==> src/rtl/assert_macros.svh <==
// assertion macros used by first_match_route_table_top
// no dependencies; the bodies are empty when SYNTH is defined
`ifndef ASSERT_MACROS_SVH
`define ASSERT_MACROS_SVH
`ifndef SYNTH
// property must hold at every rising clock edge outside reset
`define ASSERT_AT(lbl, clk, rst_n, prop, msg) \
  lbl: assert property (@(posedge clk) disable iff (!rst_n) (prop)) else $error(msg);
// expression must never be true outside reset
`define ASSERT_NEVER(lbl, clk, rst_n, expr, msg) \
  lbl: assert property (@(posedge clk) disable iff (!rst_n) !(expr)) else $error(msg);
`else
`define ASSERT_AT(lbl, clk, rst_n, prop, msg)
`define ASSERT_NEVER(lbl, clk, rst_n, expr, msg)
`endif
`endif

==> src/rtl/fmrt_pkg.sv <==
// types, constants and helpers of the first-match route table
// no dependencies
package fmrt_pkg;

  localparam int MAX_ROUTES = 8;
  localparam int IDX_W      = (MAX_ROUTES > 1) ? $clog2(MAX_ROUTES) : 1;
  localparam int CNT_W      = $clog2(MAX_ROUTES + 1);
  localparam int EXT_W      = (IDX_W > 3) ? IDX_W : 3;

  typedef enum logic {
    CMD_ADD    = 1'b0,
    CMD_LOOKUP = 1'b1
  } cmd_t;

  typedef enum logic [2:0] {
    ST_ADDED = 3'd0,
    ST_FULL  = 3'd1,
    ST_MATCH = 3'd2,
    ST_LAST  = 3'd3,
    ST_EMPTY = 3'd4
  } status_t;

  // one route entry
  typedef struct packed {
    logic [31:0] dst;
    logic [31:0] gateway;
    logic [31:0] mask;
    logic [7:0]  flags;
    logic [31:0] metric;
    logic [3:0]  device;
  } entry_t;

  // lookup token moving along the cell row
  typedef struct packed {
    logic [31:0]      addr;
    logic             done;
    status_t          status;
    logic [IDX_W-1:0] idx;
    entry_t           entry;
  } token_t;

  // one finished result
  typedef struct packed {
    status_t    status;
    logic [2:0] idx;
    entry_t     entry;
  } result_t;

  // low three bits of a slot number
  function automatic logic [2:0] idx_low3(input logic [IDX_W-1:0] idx);
    logic [EXT_W-1:0] ext;
    ext = EXT_W'(idx);
    return ext[2:0];
  endfunction

endpackage

==> src/rtl/fmrt_cell.sv <==
// one cell of the route table row: holds one entry and checks passing tokens
// depends on fmrt_pkg
module fmrt_cell
  import fmrt_pkg::*;
(
  input  logic             clk,
  input  logic             rst_n,
  input  logic [IDX_W-1:0] cell_idx,
  input  logic             wr_en,
  input  entry_t           wr_entry,
  input  logic             active,
  input  logic             last,
  input  logic             tok_v_in,
  input  token_t           tok_in,
  output logic             tok_v_out,
  output token_t           tok_out
);

  entry_t entry_r;
  logic   tok_v_r;
  token_t tok_r;
  token_t tok_nxt;
  logic   hit;
  logic   take_last;

  // entry storage, written by an add while this cell is the next free slot
  always_ff @(posedge clk) begin
    if (wr_en) begin
      entry_r <= wr_entry;
    end
  end

  // compare against the passing address
  always_comb begin
    hit       = active && !tok_in.done && ((entry_r.mask & tok_in.addr) == entry_r.dst);
    take_last = active && !tok_in.done && !hit && last;
    tok_nxt   = tok_in;
    if (hit || take_last) begin
      tok_nxt.done   = 1'b1;
      tok_nxt.status = hit ? ST_MATCH : ST_LAST;
      tok_nxt.idx    = cell_idx;
      tok_nxt.entry  = entry_r;
    end
  end

  // hand the token to the next cell
  always_ff @(posedge clk) begin
    if (!rst_n) begin
      tok_v_r <= 1'b0;
    end else begin
      tok_v_r <= tok_v_in;
    end
  end

  always_ff @(posedge clk) begin
    tok_r <= tok_nxt;
  end

  assign tok_v_out = tok_v_r;
  assign tok_out   = tok_r;

endmodule

==> src/rtl/first_match_route_table_top.sv <==
// first-match ipv4 route table: a row of MAX_ROUTES cells plus control
// add, empty and full: the result is registered, one per cycle unstalled
// lookup: the token crosses one cell per cycle through the registered cells, and the
// input stalls until the result has reached the output register: one lookup at a time
// reset (synchronous, rst_n low) empties the table; entry contents are not cleared
// depends on fmrt_pkg, fmrt_cell and assert_macros.svh
`include "assert_macros.svh"
module first_match_route_table_top
  import fmrt_pkg::*;
(
  input  logic        clk,
  input  logic        rst_n,
  input  logic        in_valid,
  output logic        in_stall,
  input  logic        in_command,
  input  logic [31:0] in_dest_network_in,
  input  logic [31:0] in_gateway_in,
  input  logic [31:0] in_netmask_in,
  input  logic [7:0]  in_flags_in,
  input  logic [31:0] in_metric_in,
  input  logic [3:0]  in_device_in,
  input  logic [31:0] in_lookup_address,
  output logic        out_valid,
  input  logic        out_stall,
  output logic [2:0]  out_status,
  output logic [2:0]  out_entry_index,
  output logic [31:0] out_dst,
  output logic [31:0] out_gateway,
  output logic [31:0] out_netmask,
  output logic [7:0]  out_flags,
  output logic [31:0] out_metric,
  output logic [3:0]  out_device
);

  logic [CNT_W-1:0] cnt_r;
  logic             busy_r;
  logic             pend_v_r;
  result_t          pend_r;
  logic             out_valid_r;
  result_t          out_r;

  logic    in_fire;
  logic    is_add;
  logic    full;
  logic    empty;
  logic    add_ok;
  logic    start;
  logic    res_v;
  result_t res;
  logic    out_free;
  entry_t  new_entry;

  logic   tok_v [0:MAX_ROUTES];
  token_t tok   [0:MAX_ROUTES];

  // input decode
  assign in_stall  = busy_r;
  assign in_fire   = in_valid && !in_stall;
  assign is_add    = (cmd_t'(in_command) == CMD_ADD);
  assign full      = (cnt_r == CNT_W'(MAX_ROUTES));
  assign empty     = (cnt_r == '0);
  assign add_ok    = in_fire && is_add && !full;
  assign start     = in_fire && !is_add && !empty;
  assign out_free  = !out_valid_r || !out_stall;

  assign new_entry = '{dst:     in_dest_network_in,
                       gateway: in_gateway_in,
                       mask:    in_netmask_in,
                       flags:   in_flags_in,
                       metric:  in_metric_in,
                       device:  in_device_in};

  // token entering the first cell
  assign tok_v[0] = start;
  assign tok[0]   = '{addr: in_lookup_address, done: 1'b0, status: ST_MATCH,
                      idx: '0, entry: '0};

  // row of cells
  for (genvar i = 0; i < MAX_ROUTES; i++) begin : g_cell
    fmrt_cell u_cell (
      .clk       (clk),
      .rst_n     (rst_n),
      .cell_idx  (IDX_W'(i)),
      .wr_en     (add_ok && (cnt_r == CNT_W'(i))),
      .wr_entry  (new_entry),
      .active    (CNT_W'(i) < cnt_r),
      .last      (cnt_r == CNT_W'(i + 1)),
      .tok_v_in  (tok_v[i]),
      .tok_in    (tok[i]),
      .tok_v_out (tok_v[i+1]),
      .tok_out   (tok[i+1])
    );
  end

  // result of this cycle: direct for add, empty or full, else from the row
  always_comb begin
    res_v = 1'b0;
    res   = '{status: ST_EMPTY, idx: '0, entry: '0};
    if (in_fire && is_add) begin
      res_v = 1'b1;
      if (full) begin
        res.status = ST_FULL;
      end else begin
        res.status = ST_ADDED;
        res.idx    = idx_low3(cnt_r[IDX_W-1:0]);
        res.entry  = new_entry;
      end
    end else if (in_fire && empty) begin
      res_v = 1'b1;
    end else if (tok_v[MAX_ROUTES]) begin
      res_v      = 1'b1;
      res.status = tok[MAX_ROUTES].status;
      res.idx    = idx_low3(tok[MAX_ROUTES].idx);
      res.entry  = tok[MAX_ROUTES].entry;
    end
  end

  // control state: entry count, busy, pending slot and output register
  always_ff @(posedge clk) begin
    if (!rst_n) begin
      cnt_r       <= '0;
      busy_r      <= 1'b0;
      pend_v_r    <= 1'b0;
      out_valid_r <= 1'b0;
    end else begin
      if (add_ok) begin
        cnt_r <= cnt_r + 1'b1;
      end
      priority if (pend_v_r) begin
        if (out_free) begin
          out_valid_r <= 1'b1;
          pend_v_r    <= 1'b0;
          busy_r      <= 1'b0;
        end
      end else if (res_v) begin
        if (out_free) begin
          out_valid_r <= 1'b1;
          busy_r      <= 1'b0;
        end else begin
          pend_v_r <= 1'b1;
          busy_r   <= 1'b1;
        end
      end else begin
        if (out_valid_r && !out_stall) begin
          out_valid_r <= 1'b0;
        end
        if (start) begin
          busy_r <= 1'b1;
        end
      end
    end
  end

  // result payload
  always_ff @(posedge clk) begin
    if (pend_v_r) begin
      if (out_free) begin
        out_r <= pend_r;
      end
    end else if (res_v) begin
      if (out_free) begin
        out_r <= res;
      end else begin
        pend_r <= res;
      end
    end
  end

  // output ports
  assign out_valid       = out_valid_r;
  assign out_status      = out_r.status;
  assign out_entry_index = out_r.idx;
  assign out_dst         = out_r.entry.dst;
  assign out_gateway     = out_r.entry.gateway;
  assign out_netmask     = out_r.entry.mask;
  assign out_flags       = out_r.entry.flags;
  assign out_metric      = out_r.entry.metric;
  assign out_device      = out_r.entry.device;

  // checks
  `ASSERT_AT(a_tok_resolved, clk, rst_n, tok_v[MAX_ROUTES] |-> tok[MAX_ROUTES].done, "lookup token left the row unresolved")
  `ASSERT_NEVER(a_cnt_range, clk, rst_n, cnt_r > CNT_W'(MAX_ROUTES), "entry count above table size")
  `ASSERT_AT(a_pend_busy, clk, rst_n, pend_v_r |-> busy_r, "pending result while input open")
  `ASSERT_NEVER(a_no_overrun, clk, rst_n, tok_v[MAX_ROUTES] && pend_v_r, "row result with pending slot full")

endmodule
==> config.mk <==
export PLATFORM = sky130hd
export DESIGN_NAME = first_match_route_table_top
export DESIGN_NICKNAME = d
export VERILOG_FILES = /design/src/rtl/fmrt_pkg.sv /design/src/rtl/fmrt_cell.sv /design/src/rtl/first_match_route_table_top.sv
export VERILOG_INCLUDE_DIRS = /design/src /design/src/rtl
export SDC_FILE = /design/constraint.sdc
export NUM_CORES = 2
export LEC_CHECK = 0
export ABC_AREA = 1
export BUFFER_PORTS_ARGS = -buffer_cell sky130_fd_sc_hd__buf_2
export CORE_ASPECT_RATIO = 0.5
export CORE_MARGIN = 5
export CORE_UTILIZATION = 40
export DETAILED_ROUTE_END_ITERATION = 7
export PLACE_DENSITY = 0.57
export SLEW_MARGIN = 30
export SYNTH_ARGS = -nofsm -noshare
export SYNTH_HDL_FRONTEND = slang
export SYNTH_HIERARCHICAL = 1
export SYNTH_SLANG_ARGS = --single-unit
==> constraint.sdc <==
create_clock -name clk -period 17.1 [get_ports clk]
set_clock_uncertainty 0.15 [all_clocks]
set_input_delay 0 -clock clk [delete_from_list [all_inputs] [get_ports clk]]
set_output_delay 0 -clock clk [all_outputs]
set_load 0.05 [all_outputs]
== After elaboration in Yosys (flattened, before gate mapping) ==
Index checks and enable logic that the tools add are counted.

* Flip-flop bits (word level): 2826
* Bits of input ports: 177
* Output and inout bits: 148

* Add/subtract/negate cells: 1
* Magnitude comparators: 8
* Equality and inequality tests: 17
* Mux-type cells: 39
* Bitwise logic cells: 11
* Reduce and logical (&&, ||, !) cells: 82

{| class="wikitable"
|+ Operators with widths
! operator !! number
|-
| $mux W146 || 14
|-
| $and A32 B32 Y32 || 8
|-
| $eq A32 B32 Y1 || 8
|-
| $mux W147 || 1
|-
| $mux W143 || 1
|-
| $logic_and A1 B1 Y1 || 46
|-
| $mux W1 || 23
|-
| $logic_not A1 Y1 || 20
|-
| $eq A4 B3 Y1 const B || 4
|-
| $lt A3 B4 Y1 const A || 4
|-
| $logic_or A1 B1 Y1 || 9
|-
| $eq A4 B2 Y1 const B || 2
|-
| $lt A1 B4 Y1 const A || 2
|-
| $lt A2 B4 Y1 const A || 2
|-
| $reduce_bool A3 Y1 || 2
|-
| $add A4 B1 Y4 const B || 1
|-
| $eq A4 B1 Y1 const B || 1
|-
| $eq A4 B4 Y1 const B || 1
|-
| $logic_not A4 Y1 || 1
|-
| $reduce_and A2 Y1 || 2
|-
| $not A1 Y1 || 3
|-
| $reduce_and A3 Y1 || 1
|-
| $ne A2 B1 Y1 const B || 1
|-
| $reduce_bool A2 Y1 || 1
|}

== Longest topological paths before layout ==
* Depth in word-level cells: 8
* Mapped depth: 18
* Depth with buffers taken out: 15

== Modules after synthesis ==
Netlist, hierarchy kept.

{| class="wikitable"
|+ Modules (own cells, without submodules)
! module !! times used !! cells each !! area each (um^2) !! seq. area each (um^2)
|-
| fmrt_cell || 8 || 972 || 10582.6 || 7807.5
|-
| first_match_route_table_top || 1 || 1323 || 13490.4 || 8908.5
|}

== Worst setup path before layout ==
No wires, ideal clock.

* Kind: register to register
* Start: reg busy_r, in the netlist in_stall
* End: reg pend_r[0] (netlist name), enable pin
* Library setup time: 830 ps
* Data arrival time: 11002 ps
* Data required time: 16120 ps
* Slack: 5118 ps
* Cell stages (with the launch flop): 7
* Period minus slack after synthesis: 11982 ps
* Cells stage by stage: dfxtp_1 > inv_1 > nand3_1 > buf_2 > nand2_1 > nor2_1 > nor3_1

* Cells in the longest elaborated chain, start to end: 6
* Elaborated cells between the ends (all ways): 7
* Classes of those cells: mux (2); reduce/logical (5)

{| class="wikitable"
|+ Ends and longest elaborated chain
! element !! RTL line !! RTL
|-
| start: declaration || first_match_route_table_top.sv:36 || <nowiki>logic busy_r;</nowiki>
|-
| start signal: assignment || first_match_route_table_top.sv:122 || <nowiki>busy_r <= 1'b0;</nowiki>
|-
| start signal: assignment || first_match_route_table_top.sv:133 || <nowiki>busy_r <= 1'b0;</nowiki>
|-
| start signal: assignment || first_match_route_table_top.sv:138 || <nowiki>busy_r <= 1'b0;</nowiki>
|-
| $logic_not A1 Y1 (*) || first_match_route_table_top.sv:58 || <nowiki>assign in_fire = in_valid && !in_stall;</nowiki>
|-
| $logic_and A1 B1 Y1 (*) || first_match_route_table_top.sv:58 ||
|-
| $logic_and A1 B1 Y1 || first_match_route_table_top.sv:108 || <nowiki>end else if (in_fire && empty) begin</nowiki>
|-
| $mux W1 || first_match_route_table_top.sv:108 ||
|-
| $mux W1 (*) || first_match_route_table_top.sv:99 || <nowiki>if (in_fire && is_add) begin</nowiki>
|-
| $reduce_and A3 Y1 (no source line) (*) || - ||
|-
| end signal: assignment || first_match_route_table_top.sv:164 || <nowiki>pend_r <= res;</nowiki>
|-
| end: declaration || first_match_route_table_top.sv:38 || <nowiki>result_t pend_r;</nowiki>
|}

Every way passes the cells marked *; elsewhere a longest branch is shown, timed or not.
A chain may end at the register's enable or synchronous reset.

== Worst setup path after layout ==
* Start: reg busy_r, in the netlist in_stall
* End: reg g_cell[5].u_cell/entry_r[17] (netlist name), enable pin

* Cells in the longest elaborated chain, start to end: 5

{| class="wikitable"
|+ Ends and longest elaborated chain
! element !! RTL line !! RTL
|-
| $logic_not A1 Y1 || first_match_route_table_top.sv:58 ||
|-
| $logic_and A1 B1 Y1 || first_match_route_table_top.sv:58 ||
|-
| $logic_and A1 B1 Y1 (2 in series) || first_match_route_table_top.sv:62 || <nowiki>assign add_ok = in_fire && is_add && !full;</nowiki>
|-
| $logic_and A1 B1 Y1 || first_match_route_table_top.sv:84 || <nowiki>.wr_en (add_ok && (cnt_r == CNT_W'(i))),</nowiki>
|-
| end signal: assignment || fmrt_cell.sv:29 || <nowiki>entry_r <= wr_entry;</nowiki>
|-
| end: declaration || fmrt_cell.sv:19 || <nowiki>entry_t entry_r;</nowiki>
|}

Every way passes these cells.

==> qor_table.md <==
| Quantity | Value |
| --- | --- |
| Remaining antenna violation count | 0 |
| Fmax | 0.191 GHz |
| CTS Buffer Depth | 4 |
| Average routed wire per standard cell | 21.1 um |
| Largest net degree at the start of global routing | 120 |
| Cells after synthesis | 9,064 |
| Share of the cycle needed by the critical path after routing | 0.306 |
| Worst max-slew margin expressed relative to the limit | 0.322 |
| Share of layout cells above drive strength 1 | 0.0911 |
| Clock tree from TritonCTS | built |
| Worst EP arrival | 5.52 ns |
| Placer congestion estimate | 0.818 |
| Global route overflow | 0 |
| Total wire length after detailed routing | 282,000 um |
| Tmin final | 5.23 ns |
| DP HPWL | 163,000 um |
| Vias in the first global route | 62.5k |
| Global-route usage over all layers | 0.217 |
| WP buf/inv | 5 |
| Dominant cell type by count on the critical path | sky130_fd_sc_hd__buf_4 |
| Nets@finish | 10.1k |
| Path category of the worst min-delay check | input pin to register |
| Mean instance size in the synthesized netlist | 10.8 um2 |
| Slew at the pin closest to its max-slew limit | 1.02 ns |
| Sort of element at the start of the critical path | register |
| DRC | 0 |
| Wire length of the first global-routing pass | 416,000 um |
| Number of top-level pins | 325 |
| Violation count after the first detailed-routing iteration | 6,089 |
| Cell type of the slowest stage on the worst timing path | sky130_fd_sc_hd__buf_4 |
| Number of port buffers | 324 |
| Master cell of the clock root buffer | sky130_fd_sc_hd__clkbuf_16 |
| Status | finished, final reports clean |
| Clock tree sinks | 2,826 |
| Die Width | 708 um |
| Total Negative Setup Slacks | 0 ns |
| Die outline height | 359 um |
| Filler cell count | 22.0k |
| Min-Delay Startpoint | in_netmask_in[19] |
| Warnings from Yosys | 6 |
| CTS resizes | 0 |
| Core outline area | 243,000 um2 |
| Effective utilization at floorplan | 0.401 |
| H-tree Lvls | 5 |
| Worst Path Max Fanout | 52 |
| R2R setup slack | 11.87 ns |
| Util after Layout | 0.475 |
| Clock-pin slew reported for the worst setup and hold paths after clock tree synthesis | 0.07 ns |
| Worst VDD drop | 68.5 uV |
| Later-pin clock latency in the skew report | 0.84 ns |
| Critical Path RT | 17.39 ns |
| Antenna violations before repair | 37 |
| Path type of the worst setup path | register to register |
| Avg Vias per Cell | 4.86 |
| Critical path's top delay family | buffers and inverters |
| PnR worst setup slack | 11.87 ns |
| Area Overhead vs Synth | 18.5% |
| R2R Path Start | in_stall$_SDFFE_PN0P_ |
| Final setup violating endpoints | 0 |
| CTS Buf Count | 266 |
| MaxCap Viol Count | 0 |
| Number of detailed-routing iterations run before antenna repair | 6 |
| Slowest Stage Delay on Critical Path | 0.81 ns |
| Slew Limit Fails | 0 |
| Number of hold violations in the final report | 0 |
| Sequence of cells on the critical path | inv_1 > nand3_1 > nor2_4 > buf_4 > nand2_1 > nor2_4 > buf_4 > buf_4 > buf_4 |
| Cell area after synthesis | 97,500 um2 |
| Pre-CTS setup slack | 11.91 ns |
| Critical Path Sink Type | register |
| Setup repair after global routing missed its margin | no |
| Full die area | 254,000 um2 |
| Worst setup startpoint | in_stall$_SDFFE_PN0P_ |
| Via count | 65.1k |
| Leakage power total | 49.2 nW |
| Power density normalized to cell area | 125 nW/um2 |
| Placed cell areas | 103,000 um2 |
| Final non-filler cell area | 115,000 um2 |
| Std cell rows | 128 |
| Post-CTS setup buffer count | 0 |
==> stage by stage <==
step	instances	hold WS, ns	total power, mW
5_1_grt	13363	0.0238	14.9
6_report	13374	0.0437	14.4
2_1_floorplan	9234	-0.122	8.26
4_1_cts	13357	0.000859	14.5
3_3_place_gp	12459	-0.0275	8.54
3_5_place_dp	12459	-0.0282	8.56
==> cells in the final DEF (no fill, tap or decap), types with 6 or more instances in the layout <==
master / instances
sky130_fd_sc_hd__a21boi_0: 9
sky130_fd_sc_hd__a21oi_1: 14
sky130_fd_sc_hd__buf_12: 7
sky130_fd_sc_hd__buf_2: 324
sky130_fd_sc_hd__buf_4: 75
sky130_fd_sc_hd__bufinv_16: 13
sky130_fd_sc_hd__clkbuf_1: 77
sky130_fd_sc_hd__clkbuf_16: 285
sky130_fd_sc_hd__clkbuf_8: 36
sky130_fd_sc_hd__clkinv_1: 21
sky130_fd_sc_hd__clkinv_2: 35
sky130_fd_sc_hd__conb_1: 172
sky130_fd_sc_hd__dfxtp_1: 1413
sky130_fd_sc_hd__diode_2: 15
sky130_fd_sc_hd__dlygate4sd3_1: 420
sky130_fd_sc_hd__edfxtp_1: 1412
sky130_fd_sc_hd__inv_1: 374
sky130_fd_sc_hd__inv_6: 6
sky130_fd_sc_hd__nand2_1: 3611
sky130_fd_sc_hd__nand2_4: 8
sky130_fd_sc_hd__nand2_8: 8
sky130_fd_sc_hd__nand3_1: 1303
sky130_fd_sc_hd__nand3_4: 10
sky130_fd_sc_hd__nand3b_1: 48
sky130_fd_sc_hd__nor2_1: 191
sky130_fd_sc_hd__nor3_1: 9
sky130_fd_sc_hd__nor3_2: 6
sky130_fd_sc_hd__o21ai_0: 72
sky130_fd_sc_hd__o21ai_2: 89
sky130_fd_sc_hd__o21bai_1: 8
sky130_fd_sc_hd__xor2_1: 24
==> where the power goes <==
part           internal [mW]  leakage [nW]  switching [mW]  total [mW]
Clock                   3.41          4.26            2.51        5.92
Sequential              7.49          24.8           0.129        7.62
Combinational          0.270          20.1           0.615       0.885
Total                   11.2          49.2            3.25        14.4
==> layer usage <==
layer  global-route usage  routed length (um)
met3               0.0312               18600
met4               0.0578                7340
met2                0.344              127000
met1                0.313              129000
met5                    0                  56
==> flip-flops by register name (all words and copies together) (netlist names) <==
| register | flops |
|---|---|
| g_cell.u_cell/tok_out | 1399 |
| g_cell.u_cell/entry_r | 1120 |
| pend_r | 146 |
| out_dst | 32 |
| out_gateway | 32 |
| out_metric | 32 |
| out_netmask | 32 |
| g_cell.u_cell/tok_v_out | 8 |
| out_flags | 8 |
| cnt_r | 4 |
| out_device | 4 |
| out_entry_index | 3 |
| out_status | 3 |
| in_stall | 1 |
| out_valid | 1 |
| pend_v_r | 1 |
==> final timing paths <==
check / cells after the start / endpoint
setup / recovery: 9 / g_cell[5].u_cell/entry_r[17]$_DFFE_PP_
setup reg to reg: 9 / g_cell[5].u_cell/entry_r[17]$_DFFE_PP_
hold reg to reg: 0 / g_cell[2].u_cell/tok_out[166]$_DFF_P_
hold / removal: 2 / g_cell[3].u_cell/entry_r[63]$_DFFE_PP_
==> layout make-up <==
cell class	instances	area (um2)	share of cell area
inverter	379	1430	0.0124
clock inverter	80	741	0.00641
timing repair buffer	829	6580	0.0570
multi-input combinational	5597	24000	0.208
sequential	2826	70700	0.612
tap	3250	4070	0.0352
clock buffer	398	7920	0.0685
antenna	15	37.5	0.000325
==> what timing repair did <==
item,4_1_cts,5_1_grt
hold endpoints to repair,1563,0
hold buffers,420,0
setup endpoints to repair,0,0
No activity file was read; power rests on OpenSTA's default activity.
